**src/hdl/lidar_point_projection_top_defines.svh**
```systemverilog
// Assertion macros shared by the lidar point projection modules.
// Each macro expects signals named clk and rst_n in the using module.
`ifndef LIDAR_POINT_PROJECTION_TOP_DEFINES_SVH
`define LIDAR_POINT_PROJECTION_TOP_DEFINES_SVH

// The consequent must hold in the same cycle as the antecedent.
`define LPP_ASSERT_SAME(label, ante, cons) \
    label: assert property (@(posedge clk) disable iff (!rst_n) (ante) |-> (cons)) \
        else $error("lidar point projection: assertion failed");

// The consequent must hold in the cycle after the antecedent.
`define LPP_ASSERT_NEXT(label, ante, cons) \
    label: assert property (@(posedge clk) disable iff (!rst_n) (ante) |=> (cons)) \
        else $error("lidar point projection: assertion failed");

`endif

```
**src/hdl/lpp_pkg.sv**
```systemverilog
// Shared types, constants and helpers for the lidar point projection block.
// No dependencies; used by the controller, the datapath and the top level.
package lpp_pkg;

    localparam int COORD_WIDTH_DEF = 24;
    localparam int COEF_WIDTH_DEF  = 32;

    localparam int FIELD_W    = 24;
    localparam int REFLECT_W  = 16;
    localparam int CFG_DATA_W = 64;
    localparam int CFG_IDX_W  = 4;
    localparam int COUNT_W    = 16;
    localparam int DROP_BITS  = 12;
    localparam int DIV_STEPS  = 24;
    localparam int MAC_STEPS  = 9;
    localparam int STEP_CNT_W = 5;

    // Register indexes of the configuration port.
    localparam logic [CFG_IDX_W-1:0] CFG_ROW0_A    = 4'd0;
    localparam logic [CFG_IDX_W-1:0] CFG_ROW0_B    = 4'd1;
    localparam logic [CFG_IDX_W-1:0] CFG_ROW1_A    = 4'd2;
    localparam logic [CFG_IDX_W-1:0] CFG_ROW1_B    = 4'd3;
    localparam logic [CFG_IDX_W-1:0] CFG_ROW2_A    = 4'd4;
    localparam logic [CFG_IDX_W-1:0] CFG_ROW2_B    = 4'd5;
    localparam logic [CFG_IDX_W-1:0] CFG_MIN_FWD   = 4'd6;
    localparam logic [CFG_IDX_W-1:0] CFG_RETENTION = 4'd7;

    localparam logic [FIELD_W-1:0] MIN_FWD_RESET = 24'd327680;
    localparam logic [FIELD_W-1:0] OUT_MAX       = 24'h7FFFFF;
    localparam logic [FIELD_W-1:0] OUT_MIN       = 24'h800000;

    // Commands from the controller to the datapath.
    typedef struct packed {
        logic       load;
        logic       mul;
        logic [3:0] mac_idx;
        logic       div_init;
        logic       div_sel;
        logic       div_step;
        logic       div_store;
        logic       out_load;
    } lpp_cmd_t;

    // Status from the datapath to the controller.
    typedef struct packed {
        logic pass;
        logic out_free;
    } lpp_status_t;

    // Matrix row of one multiply step (steps run row by row, three columns each).
    function automatic logic [1:0] mac_row(input logic [3:0] idx);
        logic [1:0] r;
        case (idx)
            4'd0, 4'd1, 4'd2: r = 2'd0;
            4'd3, 4'd4, 4'd5: r = 2'd1;
            default:          r = 2'd2;
        endcase
        return r;
    endfunction

    // Matrix column of one multiply step.
    function automatic logic [1:0] mac_col(input logic [3:0] idx);
        logic [1:0] c;
        case (idx)
            4'd0, 4'd3, 4'd6: c = 2'd0;
            4'd1, 4'd4, 4'd7: c = 2'd1;
            default:          c = 2'd2;
        endcase
        return c;
    endfunction

endpackage

```
**src/hdl/lpp_ctrl.sv**
```systemverilog
// Sequencer of the lidar point projection block.
// Depends on lpp_pkg and lidar_point_projection_top_defines.svh.
`include "lidar_point_projection_top_defines.svh"

module lpp_ctrl
(
    input  logic                 clk,
    input  logic                 rst_n,
    input  logic                 in_valid,
    output logic                 in_ready,
    input  lpp_pkg::lpp_status_t status,
    output lpp_pkg::lpp_cmd_t    cmd
);

    localparam logic [2:0] S_IDLE  = 3'd0;
    localparam logic [2:0] S_MAC   = 3'd1;
    localparam logic [2:0] S_DINIT = 3'd2;
    localparam logic [2:0] S_DIV   = 3'd3;
    localparam logic [2:0] S_DEND  = 3'd4;
    localparam logic [2:0] S_WRITE = 3'd5;

    localparam logic [lpp_pkg::STEP_CNT_W-1:0] MAC_LAST =
        lpp_pkg::STEP_CNT_W'(lpp_pkg::MAC_STEPS);
    localparam logic [lpp_pkg::STEP_CNT_W-1:0] DIV_LAST =
        lpp_pkg::STEP_CNT_W'(lpp_pkg::DIV_STEPS - 1);

    logic [2:0]                      state_reg, state_next;
    logic [lpp_pkg::STEP_CNT_W-1:0]  cnt_reg, cnt_next;
    logic                            sel_reg, sel_next;

    // State register.
    always_ff @(posedge clk or negedge rst_n)
    begin
        if (!rst_n)
        begin
            state_reg <= S_IDLE;
            cnt_reg   <= '0;
            sel_reg   <= 1'b0;
        end
        else
        begin
            state_reg <= state_next;
            cnt_reg   <= cnt_next;
            sel_reg   <= sel_next;
        end
    end

    // Next state and commands.
    always_comb
    begin
        state_next = state_reg;
        cnt_next   = cnt_reg;
        sel_next   = sel_reg;
        cmd        = '0;
        in_ready   = 1'b0;
        case (state_reg)
            S_IDLE:
            begin
                in_ready = 1'b1;
                cmd.load = in_valid;
                if (in_valid && status.pass)
                begin
                    state_next = S_MAC;
                    cnt_next   = '0;
                end
            end
            S_MAC:
            begin
                // Products issue while the count is below MAC_LAST; the last count only adds the final one.
                cmd.mul     = (cnt_reg != MAC_LAST);
                cmd.mac_idx = cnt_reg[3:0];
                cnt_next    = cnt_reg + 1'b1;
                if (cnt_reg == MAC_LAST)
                begin
                    state_next = S_DINIT;
                    sel_next   = 1'b0;
                end
            end
            S_DINIT:
            begin
                cmd.div_init = 1'b1;
                cmd.div_sel  = sel_reg;
                cnt_next     = '0;
                state_next   = S_DIV;
            end
            S_DIV:
            begin
                cmd.div_step = 1'b1;
                cnt_next     = cnt_reg + 1'b1;
                if (cnt_reg == DIV_LAST)
                begin
                    state_next = S_DEND;
                end
            end
            S_DEND:
            begin
                cmd.div_store = 1'b1;
                cmd.div_sel   = sel_reg;
                if (!sel_reg)
                begin
                    sel_next   = 1'b1;
                    state_next = S_DINIT;
                end
                else
                begin
                    state_next = S_WRITE;
                end
            end
            S_WRITE:
            begin
                if (status.out_free)
                begin
                    cmd.out_load = 1'b1;
                    state_next   = S_IDLE;
                end
            end
            default:
            begin
                state_next = S_IDLE;
            end
        endcase
    end

    `LPP_ASSERT_SAME(a_div_count, state_reg == S_DIV, cnt_reg <= DIV_LAST)
    `LPP_ASSERT_NEXT(a_write_done, (state_reg == S_WRITE) && status.out_free,
        state_reg == S_IDLE)
    `LPP_ASSERT_SAME(a_out_slot, cmd.out_load, status.out_free)

endmodule

```
**src/hdl/lpp_datapath.sv**
```systemverilog
// Datapath: configuration registers, frame decimation, shared multiplier,
// shared restoring divider and the output word register. Depends on lpp_pkg.
`include "lidar_point_projection_top_defines.svh"

module lpp_datapath
#(
    parameter int COORD_WIDTH = lpp_pkg::COORD_WIDTH_DEF,
    parameter int COEF_WIDTH  = lpp_pkg::COEF_WIDTH_DEF
)
(
    input  logic                                  clk,
    input  logic                                  rst_n,
    input  logic                                  cfg_we,
    input  logic [lpp_pkg::CFG_IDX_W-1:0]         cfg_index,
    input  logic [lpp_pkg::CFG_DATA_W-1:0]        cfg_data,
    input  logic [lpp_pkg::FIELD_W-1:0]           point_x,
    input  logic [lpp_pkg::FIELD_W-1:0]           point_y,
    input  logic [lpp_pkg::FIELD_W-1:0]           point_z,
    input  logic [lpp_pkg::REFLECT_W-1:0]         point_reflect,
    input  logic                                  frame_start,
    input  lpp_pkg::lpp_cmd_t                     cmd,
    output lpp_pkg::lpp_status_t                  status,
    output logic                                  out_valid,
    input  logic                                  out_ready,
    output logic [lpp_pkg::FIELD_W-1:0]           pixel_u,
    output logic [lpp_pkg::FIELD_W-1:0]           pixel_v,
    output logic [lpp_pkg::REFLECT_W-1:0]         out_reflect,
    output logic                                  zero_depth
);

    localparam int PROD_W = COORD_WIDTH + COEF_WIDTH;
    localparam int TERM_W = PROD_W - lpp_pkg::DROP_BITS;
    localparam int ACC_W  = TERM_W + 2;
    localparam int NUM_W  = ACC_W + 8;
    localparam int DSH_W  = ACC_W + lpp_pkg::DIV_STEPS - 1;
    localparam int OVF_W  = ACC_W + lpp_pkg::DIV_STEPS;
    localparam int FW     = lpp_pkg::FIELD_W;

    // Configuration registers.
    logic [lpp_pkg::CFG_DATA_W-1:0] coef_reg [6];
    logic [FW-1:0]                  minf_reg;
    logic [lpp_pkg::COUNT_W-1:0]    period_reg;
    logic [lpp_pkg::COUNT_W-1:0]    count_reg;

    always_ff @(posedge clk or negedge rst_n)
    begin
        if (!rst_n)
        begin
            for (int i = 0; i < 6; i++)
            begin
                coef_reg[i] <= '0;
            end
            minf_reg   <= lpp_pkg::MIN_FWD_RESET;
            period_reg <= 16'd1;
        end
        else if (cfg_we)
        begin
            case (cfg_index)
                lpp_pkg::CFG_ROW0_A:    coef_reg[0] <= cfg_data;
                lpp_pkg::CFG_ROW0_B:    coef_reg[1] <= cfg_data;
                lpp_pkg::CFG_ROW1_A:    coef_reg[2] <= cfg_data;
                lpp_pkg::CFG_ROW1_B:    coef_reg[3] <= cfg_data;
                lpp_pkg::CFG_ROW2_A:    coef_reg[4] <= cfg_data;
                lpp_pkg::CFG_ROW2_B:    coef_reg[5] <= cfg_data;
                lpp_pkg::CFG_MIN_FWD:   minf_reg    <= cfg_data[FW-1:0];
                lpp_pkg::CFG_RETENTION: period_reg  <= cfg_data[lpp_pkg::COUNT_W-1:0];
                default:                ;
            endcase
        end
    end

    // Coordinates use their low COORD_WIDTH bits, sign extended.
    function automatic logic signed [COORD_WIDTH-1:0] coord_of(input logic [FW-1:0] v);
        logic [31:0] z;
        z = {{(32 - FW){1'b0}}, v};
        return signed'(z[COORD_WIDTH-1:0]);
    endfunction

    // One coefficient half, low COEF_WIDTH bits sign extended.
    function automatic logic signed [COEF_WIDTH-1:0] coef_half(
        input logic [lpp_pkg::CFG_DATA_W-1:0] r, input logic low);
        logic [31:0] h;
        h = low ? r[31:0] : r[63:32];
        return signed'(h[COEF_WIDTH-1:0]);
    endfunction

    // Frame decimation and the forward gate, evaluated as a word is taken.
    logic [lpp_pkg::COUNT_W-1:0] cnt_eff, period_eff, count_next;
    logic [lpp_pkg::COUNT_W:0]   cnt_inc;
    logic signed [COORD_WIDTH-1:0] x_in, minf_s;

    always_comb
    begin
        cnt_eff    = frame_start ? '0 : count_reg;
        period_eff = (period_reg == '0) ? 16'd1 : period_reg;
        cnt_inc    = {1'b0, cnt_eff} + 17'd1;
        count_next = (cnt_inc >= {1'b0, period_eff}) ? '0 : cnt_inc[lpp_pkg::COUNT_W-1:0];
        x_in       = coord_of(point_x);
        minf_s     = coord_of(minf_reg);
    end

    assign status.pass = (cnt_eff == '0) && (x_in >= minf_s);

    always_ff @(posedge clk or negedge rst_n)
    begin
        if (!rst_n)
        begin
            count_reg <= '0;
        end
        else if (cmd.load)
        begin
            count_reg <= count_next;
        end
    end

    // Point latch.
    logic signed [COORD_WIDTH-1:0] pt_reg [3];
    logic [lpp_pkg::REFLECT_W-1:0] refl_reg;

    always_ff @(posedge clk)
    begin
        if (cmd.load)
        begin
            pt_reg[0] <= x_in;
            pt_reg[1] <= coord_of(point_y);
            pt_reg[2] <= coord_of(point_z);
            refl_reg  <= point_reflect;
        end
    end

    // Shared multiplier: one coefficient times one coordinate per cycle.
    logic [1:0]                     row_sel, col_sel;
    logic signed [COEF_WIDTH-1:0]   coef_sel;
    logic signed [PROD_W-1:0]       prod_reg;
    logic [1:0]                     prod_row_reg;
    logic                           prod_valid_reg;

    always_comb
    begin
        row_sel  = lpp_pkg::mac_row(cmd.mac_idx);
        col_sel  = lpp_pkg::mac_col(cmd.mac_idx);
        coef_sel = coef_half(coef_reg[{row_sel, col_sel[1]}], col_sel[0]);
    end

    always_ff @(posedge clk or negedge rst_n)
    begin
        if (!rst_n)
        begin
            prod_valid_reg <= 1'b0;
        end
        else
        begin
            prod_valid_reg <= cmd.mul;
        end
    end

    always_ff @(posedge clk)
    begin
        if (cmd.mul)
        begin
            prod_reg     <= coef_sel * pt_reg[col_sel];
            prod_row_reg <= row_sel;
        end
    end

    // Accumulators start at the constant column (coefficient times 1.0, exact).
    logic signed [ACC_W-1:0] acc_reg [3];
    logic signed [ACC_W-1:0] term;

    function automatic logic signed [ACC_W-1:0] const_term(
        input logic [lpp_pkg::CFG_DATA_W-1:0] r);
        logic signed [COEF_WIDTH-1:0] c;
        c = coef_half(r, 1'b1);
        return ACC_W'(c) <<< 4;
    endfunction

    assign term = ACC_W'(prod_reg >>> lpp_pkg::DROP_BITS);

    always_ff @(posedge clk)
    begin
        if (cmd.load)
        begin
            acc_reg[0] <= const_term(coef_reg[1]);
            acc_reg[1] <= const_term(coef_reg[3]);
            acc_reg[2] <= const_term(coef_reg[5]);
        end
        else if (prod_valid_reg)
        begin
            acc_reg[prod_row_reg] <= acc_reg[prod_row_reg] + term;
        end
    end

    // Shared restoring divider, one quotient bit per cycle.
    logic signed [ACC_W-1:0]  num_s, den_s;
    logic [ACC_W-1:0]         num_mag, den_mag;
    logic [NUM_W-1:0]         num_sh;
    logic                     ovf_init, zero_init;
    logic [NUM_W-1:0]         rem_reg;
    logic [DSH_W-1:0]         dsh_reg;
    logic [FW-1:0]            q_reg;
    logic                     ovf_reg, zero_reg, neg_reg, num_neg_reg, num_zero_reg;
    logic [DSH_W-1:0]         rem_ext, rem_diff;
    logic                     rem_ge;

    always_comb
    begin
        num_s     = cmd.div_sel ? acc_reg[1] : acc_reg[0];
        den_s     = acc_reg[2];
        num_mag   = num_s[ACC_W-1] ? ACC_W'(-num_s) : num_s;
        den_mag   = den_s[ACC_W-1] ? ACC_W'(-den_s) : den_s;
        num_sh    = {num_mag, 8'b0};
        zero_init = (den_s == '0);
        ovf_init  = (OVF_W'(num_sh) >= {den_mag, {lpp_pkg::DIV_STEPS{1'b0}}});
        rem_ext   = DSH_W'(rem_reg);
        rem_ge    = (rem_ext >= dsh_reg);
        rem_diff  = rem_ext - dsh_reg;
    end

    always_ff @(posedge clk)
    begin
        if (cmd.div_init)
        begin
            rem_reg      <= (ovf_init || zero_init) ? '0 : num_sh;
            dsh_reg      <= {den_mag, {(lpp_pkg::DIV_STEPS - 1){1'b0}}};
            q_reg        <= '0;
            ovf_reg      <= ovf_init;
            zero_reg     <= zero_init;
            neg_reg      <= num_s[ACC_W-1] ^ den_s[ACC_W-1];
            num_neg_reg  <= num_s[ACC_W-1];
            num_zero_reg <= (num_s == '0);
        end
        else if (cmd.div_step)
        begin
            if (rem_ge)
            begin
                rem_reg <= rem_diff[NUM_W-1:0];
            end
            q_reg   <= {q_reg[FW-2:0], rem_ge};
            dsh_reg <= dsh_reg >> 1;
        end
    end

    // Signed, saturated quotient.
    logic [FW-1:0] div_result;

    always_comb
    begin
        if (zero_reg)
        begin
            if (num_zero_reg)
            begin
                div_result = '0;
            end
            else
            begin
                div_result = num_neg_reg ? lpp_pkg::OUT_MIN : lpp_pkg::OUT_MAX;
            end
        end
        else if (neg_reg)
        begin
            div_result = (ovf_reg || (q_reg > lpp_pkg::OUT_MIN)) ? lpp_pkg::OUT_MIN
                                                                 : (~q_reg + 1'b1);
        end
        else
        begin
            div_result = (ovf_reg || (q_reg > lpp_pkg::OUT_MAX)) ? lpp_pkg::OUT_MAX : q_reg;
        end
    end

    logic [FW-1:0] u_res_reg, v_res_reg;

    always_ff @(posedge clk)
    begin
        if (cmd.div_store)
        begin
            if (cmd.div_sel)
            begin
                v_res_reg <= div_result;
            end
            else
            begin
                u_res_reg <= div_result;
            end
        end
    end

    // Output word register.
    logic out_valid_reg;
    logic [FW-1:0] pixel_u_reg, pixel_v_reg;
    logic [lpp_pkg::REFLECT_W-1:0] out_reflect_reg;
    logic zero_depth_reg;

    always_ff @(posedge clk or negedge rst_n)
    begin
        if (!rst_n)
        begin
            out_valid_reg <= 1'b0;
        end
        else if (cmd.out_load)
        begin
            out_valid_reg <= 1'b1;
        end
        else if (out_ready)
        begin
            out_valid_reg <= 1'b0;
        end
    end

    always_ff @(posedge clk)
    begin
        if (cmd.out_load)
        begin
            pixel_u_reg     <= u_res_reg;
            pixel_v_reg     <= v_res_reg;
            out_reflect_reg <= refl_reg;
            zero_depth_reg  <= zero_reg;
        end
    end

    assign status.out_free = !out_valid_reg || out_ready;
    assign out_valid       = out_valid_reg;
    assign pixel_u         = pixel_u_reg;
    assign pixel_v         = pixel_v_reg;
    assign out_reflect     = out_reflect_reg;
    assign zero_depth      = zero_depth_reg;

    `LPP_ASSERT_SAME(a_rem_bound, cmd.div_step && !zero_reg,
        rem_ext < {dsh_reg, 1'b0})
    `LPP_ASSERT_SAME(a_one_div_cmd, cmd.div_init, !cmd.div_step && !cmd.mul)
    `LPP_ASSERT_NEXT(a_out_loaded, cmd.out_load, out_valid)

endmodule

```
**src/hdl/lidar_point_projection_top.sv**
```systemverilog
// Top level of the lidar point projection block.
// Instantiates lpp_ctrl and lpp_datapath; depends on lpp_pkg.
//
// Usage:
//   Input channel in_valid/in_ready carries one lidar point word (x, y, z,
//   reflectivity, frame_start). Output channel out_valid/out_ready carries one
//   pixel word (u, v, reflectivity, zero_depth) for each point that passes the
//   forward gate and the frame decimation; rejected points give no word.
//   Configuration is written through cfg_we, cfg_index and cfg_data while idle.
// Timing:
//   A rejected point is dropped while the block stays idle. A passing point
//   goes from acceptance to its word in the output register through the
//   shared multiplier and accumulators, then two passes through the shared
//   radix-2 divider (one quotient bit per cycle), then one load step.
//   A new point is taken only once the previous passing point is loaded.
// Reset and stalls:
//   Reset clears the matrix, sets the minimum forward distance to 5.0 m and
//   the retention period to one, and empties the output register. A waiting
//   output word does not block the next point; the block holds only when a
//   new result is ready while the previous word is still not taken.
module lidar_point_projection_top
#(
    parameter int COORD_WIDTH = lpp_pkg::COORD_WIDTH_DEF,
    parameter int COEF_WIDTH  = lpp_pkg::COEF_WIDTH_DEF
)
(
    input  logic                           clk,
    input  logic                           rst_n,
    input  logic                           cfg_we,
    input  logic [lpp_pkg::CFG_IDX_W-1:0]  cfg_index,
    input  logic [lpp_pkg::CFG_DATA_W-1:0] cfg_data,
    input  logic                           in_valid,
    output logic                           in_ready,
    input  logic [lpp_pkg::FIELD_W-1:0]    point_x,
    input  logic [lpp_pkg::FIELD_W-1:0]    point_y,
    input  logic [lpp_pkg::FIELD_W-1:0]    point_z,
    input  logic [lpp_pkg::REFLECT_W-1:0]  point_reflect,
    input  logic                           frame_start,
    output logic                           out_valid,
    input  logic                           out_ready,
    output logic [lpp_pkg::FIELD_W-1:0]    pixel_u,
    output logic [lpp_pkg::FIELD_W-1:0]    pixel_v,
    output logic [lpp_pkg::REFLECT_W-1:0]  out_reflect,
    output logic                           zero_depth
);

    lpp_pkg::lpp_cmd_t    cmd;
    lpp_pkg::lpp_status_t status;

    // Sequencer.
    lpp_ctrl u_ctrl
    (
        .clk      (clk),
        .rst_n    (rst_n),
        .in_valid (in_valid),
        .in_ready (in_ready),
        .status   (status),
        .cmd      (cmd)
    );

    // Arithmetic and storage.
    lpp_datapath #(
        .COORD_WIDTH (COORD_WIDTH),
        .COEF_WIDTH  (COEF_WIDTH)
    ) u_datapath
    (
        .clk           (clk),
        .rst_n         (rst_n),
        .cfg_we        (cfg_we),
        .cfg_index     (cfg_index),
        .cfg_data      (cfg_data),
        .point_x       (point_x),
        .point_y       (point_y),
        .point_z       (point_z),
        .point_reflect (point_reflect),
        .frame_start   (frame_start),
        .cmd           (cmd),
        .status        (status),
        .out_valid     (out_valid),
        .out_ready     (out_ready),
        .pixel_u       (pixel_u),
        .pixel_v       (pixel_v),
        .out_reflect   (out_reflect),
        .zero_depth    (zero_depth)
    );

endmodule
```
**config.mk**
```make
export PLATFORM = sky130hd
export DESIGN_NAME = lidar_point_projection_top
export DESIGN_NICKNAME = d
export VERILOG_FILES = /design/src/hdl/lpp_pkg.sv /design/src/hdl/lpp_ctrl.sv /design/src/hdl/lpp_datapath.sv /design/src/hdl/lidar_point_projection_top.sv
export VERILOG_INCLUDE_DIRS = /design/src /design/src/hdl
export SDC_FILE = /design/constraint.sdc
export NUM_CORES = 2
export LEC_CHECK = 0
export BUFFER_PORTS_ARGS = -buffer_cell sky130_fd_sc_hd__buf_2
export CORE_MARGIN = 8
export CORE_UTILIZATION = 45
export CTS_CLUSTER_SIZE = 12
export DETAILED_ROUTE_END_ITERATION = 7
export PLACE_DENSITY = 0.62
export RECOVER_POWER = 25
export SLEW_MARGIN = 20
export SYNTH_ARGS = -nofsm -noshare
export SYNTH_HDL_FRONTEND = slang
export SYNTH_HIERARCHICAL = 1
export SYNTH_SLANG_ARGS = --single-unit
```
**constraint.sdc**
```tcl
create_clock -name clk -period 20.8 [get_ports clk]
set_clock_uncertainty 0.1 [all_clocks]
set_input_delay 4.16 -clock clk [delete_from_list [all_inputs] [get_ports clk]]
set_output_delay 4.16 -clock clk [all_outputs]
set_load 0.05 [all_outputs]
```
==> results.sh <==
export IMPL_die_height_um=437
export IMPL_worst_ep_arrival_time_ns=16.17
export IMPL_port_buffers=228
export IMPL_synth_area_per_cell_um2=10.3
export IMPL_dieArea_um2=191000
export IMPL_cts_tree="done"
export IMPL_largest_reg_flops=384
export IMPL_gp_congestion=0.946
export IMPL_cpMostUsedCell="fa_1"
export IMPL_crit_slowest_cell="clkbuf_1"
export IMPL_tightest_slew_ns=5.11
export IMPL_setup_violations=0
export IMPL_fill_cells=16200
export IMPL_clk_pin_slew_worst_paths_ns=0.06
export IMPL_async_reset_ff_share_pct=43.5
export IMPL_final_cells=10200
export IMPL_hold_path_class="register to register"
export IMPL_rows=154
export IMPL_hold_violations=0
export IMPL_yosysMostFrequentCell="nand2_1"
export IMPL_ff2ff_setup_slack_ns=5.04
export IMPL_cts_resized=0
export IMPL_drv_cap=11
export IMPL_ys_ff_latch=1036
export IMPL_yosys_area_top_type="edfxtp_1"
export IMPL_totalNegativeSetupSlack_ns=0
export IMPL_grt_max_degree=121
export IMPL_syn_to_final_growth_pct=8.87
export IMPL_crit_type="register to register"
export IMPL_hpwlAfterDp_mm=186
export IMPL_fin_ws_ns=5.04
export IMPL_syn_inst=7753
export IMPL_clock_sink_count=1036
export IMPL_root_buffer="clkbuf_16"
export IMPL_ios=229
export IMPL_cts_setup_buffers=0
export IMPL_critPathMaxStageDelay_ns=2.42
export IMPL_yosys_area_top_type_share_pct=20.2
export IMPL_die_width_um=437
export IMPL_fmax_mhz=63.5
export IMPL_cts_buffers=110
export IMPL_maxSlewViolCount=588
export IMPL_relSlewSlack_pct=-241
export IMPL_detail_route_antenna_nets=0
export IMPL_drt_vias_per_instance=5.65
export IMPL_synth_edf_count=536
export IMPL_drive_above_1_share_pct=12.9
export IMPL_pre_cts_slack_ns=7.77
export IMPL_vias=57900
export IMPL_antenna_found_initial=21
export IMPL_syn_area_um2=79700
export IMPL_status="complete, but fails checks"
export IMPL_post_route_period_util_pct=75.8
export IMPL_initial_core_util_pct=45.2
export IMPL_drc=0
export IMPL_synthesis_nets=9021
export IMPL_synth_area_top_cells="edfxtp_1 (20%), fa_1 (20%), dfrtp_1 (14%), mux2_2 (6.0%), ha_1 (5.1%)"
export IMPL_hold_buffers=0
export IMPL_period_needed_ns=15.76
export IMPL_fin_nets=9066
export IMPL_core_um2=176000
export IMPL_worst_path_max_fanout=64
export IMPL_cts_path_max_buffers=3
export IMPL_ys_flop_type="edfxtp_1"
export IMPL_htreeDepth=3
export IMPL_grtUsageTotal_pct=25.2
export IMPL_end_kind="register"
export IMPL_wirelength_mm=246
export IMPL_ys_types=94
export IMPL_required_ns=21.21
export IMPL_drt_pass1_iter_count=6
export IMPL_grt_ovfl_total=0
export IMPL_violations="max-capacitance violations, max-slew violations"
export IMPL_placed_cells=10000
export IMPL_yosysSeqAreaShare_pct=35.6
export IMPL_critPathLaunchType="register"
export IMPL_yosys_warnings=6
export IMPL_grt_pass1_wl_mm=373
export IMPL_wl_per_cell_um=24.0
export IMPL_insertion_delay_ns=0.77
export IMPL_post_route_util_pct=49.3
export IMPL_grt_pass1_vias=59400
export IMPL_rsz0062_at_grt="no"
export IMPL_drt_initial_drc_count=5079
export IMPL_synthTopCellsByCount="nand2_1 (1028), inv_1 (1017), fa_1 (784)"
[worst max-delay path, delay by kind of cell, from the launching register on]
family	cells	cell delay (ns)
xor+xnor	1	0.13
mux	1	0.48
flops	1	0.64
buf+inv	8	4.82
simple gates	7	2.30
compound gates	11	2.74
fa+ha+maj	8	4.10
[metrics by stage]
step,instance area (um2),hold slack (ns)
2_1_floorplan,79700,0.300
3_3_place_gp,83300,0.301
3_5_place_dp,83300,0.305
4_1_cts,86800,0.308
5_1_grt,86700,0.315
6_report,86700,0.314
[layout by cell type, fill, tap and decap left out, drive strengths merged, types with 21 or more instances in the layout]
cell type	n
nand2	1028
nor2	569
a211oi	32
nand3	173
and2	31
a21oi	202
a31oi	45
edfxtp	536
nor2b	59
o21bai	32
mux4	47
a311oi	31
dfxtp	49
o31ai	38
buf	295
or3	32
xor2	112
a21o	115
mux2	425
nand4	51
and3	52
dfrtp	448
o21a	29
clkbuf	206
nor3b	31
o21ai	399
clkinv	30
nor3	61
fa	784
xnor2	129
inv	1023
ha	322
nand2b	59
mux2i	153
nor4	21
[per-layer routing]
metal	global-route usage (%)	up-vias	wire, um
li1	-	26000	-
met1	34.0	29200	103000
met2	40.0	2283	112000
met3	5.62	474	21200
met4	9.43	16	10500
met5	0	-	110
[layout make-up]
cell class	count	area, um2	area share, %
Antenna cell	11	27.5	0.0317
Clock buffer	168	3060	3.53
Clock inverter	41	419	0.483
Inverter	1018	3820	4.41
Multi-Input combinational cell	5299	46200	53.3
Sequential cell	1036	28400	32.7
Tap cell	2340	2930	3.38
Timing Repair Buffer	333	1900	2.19
[final timing paths]
path | cells past startpoint | to | from
setup / recovery | 36 | u_datapath/prod_reg[54] | u_ctrl/state_reg[0]
hold / removal | 0 | u_datapath/pixel_v[8] | u_datapath/v_res_reg[8]
setup reg to reg | 36 | u_datapath/prod_reg[54] | u_ctrl/state_reg[0]
hold reg to reg | 0 | u_datapath/pixel_v[8] | u_datapath/v_res_reg[8]
max in group asynchronous | 3 | u_datapath/coef_reg[227] | rst_n
min in group asynchronous | 1 | u_datapath/coef_reg[362] | rst_n
[kinds of logic (layout without fill, tap and decap cells)]
kind of cell / after synthesis / in the layout / share of synthesized area (%)
flip-flops: 1036 / 1036 / 35.6
AND/OR/NAND/NOR: 2240 / 2240 / 12.4
AO/OA/AOI/OAI: 1087 / 1087 / 8.60
buffers and inverters: 1418 / 1560 / 6.71
adder cells (fa/ha/maj): 1106 / 1106 / 24.8
XOR/XNOR: 241 / 241 / 2.65
multiplexers: 625 / 625 / 9.26
other: 0 / 11 / 0
Power is not shown: default switching activity piles up to over one toggle a cycle in this logic, so the estimate is an artifact.
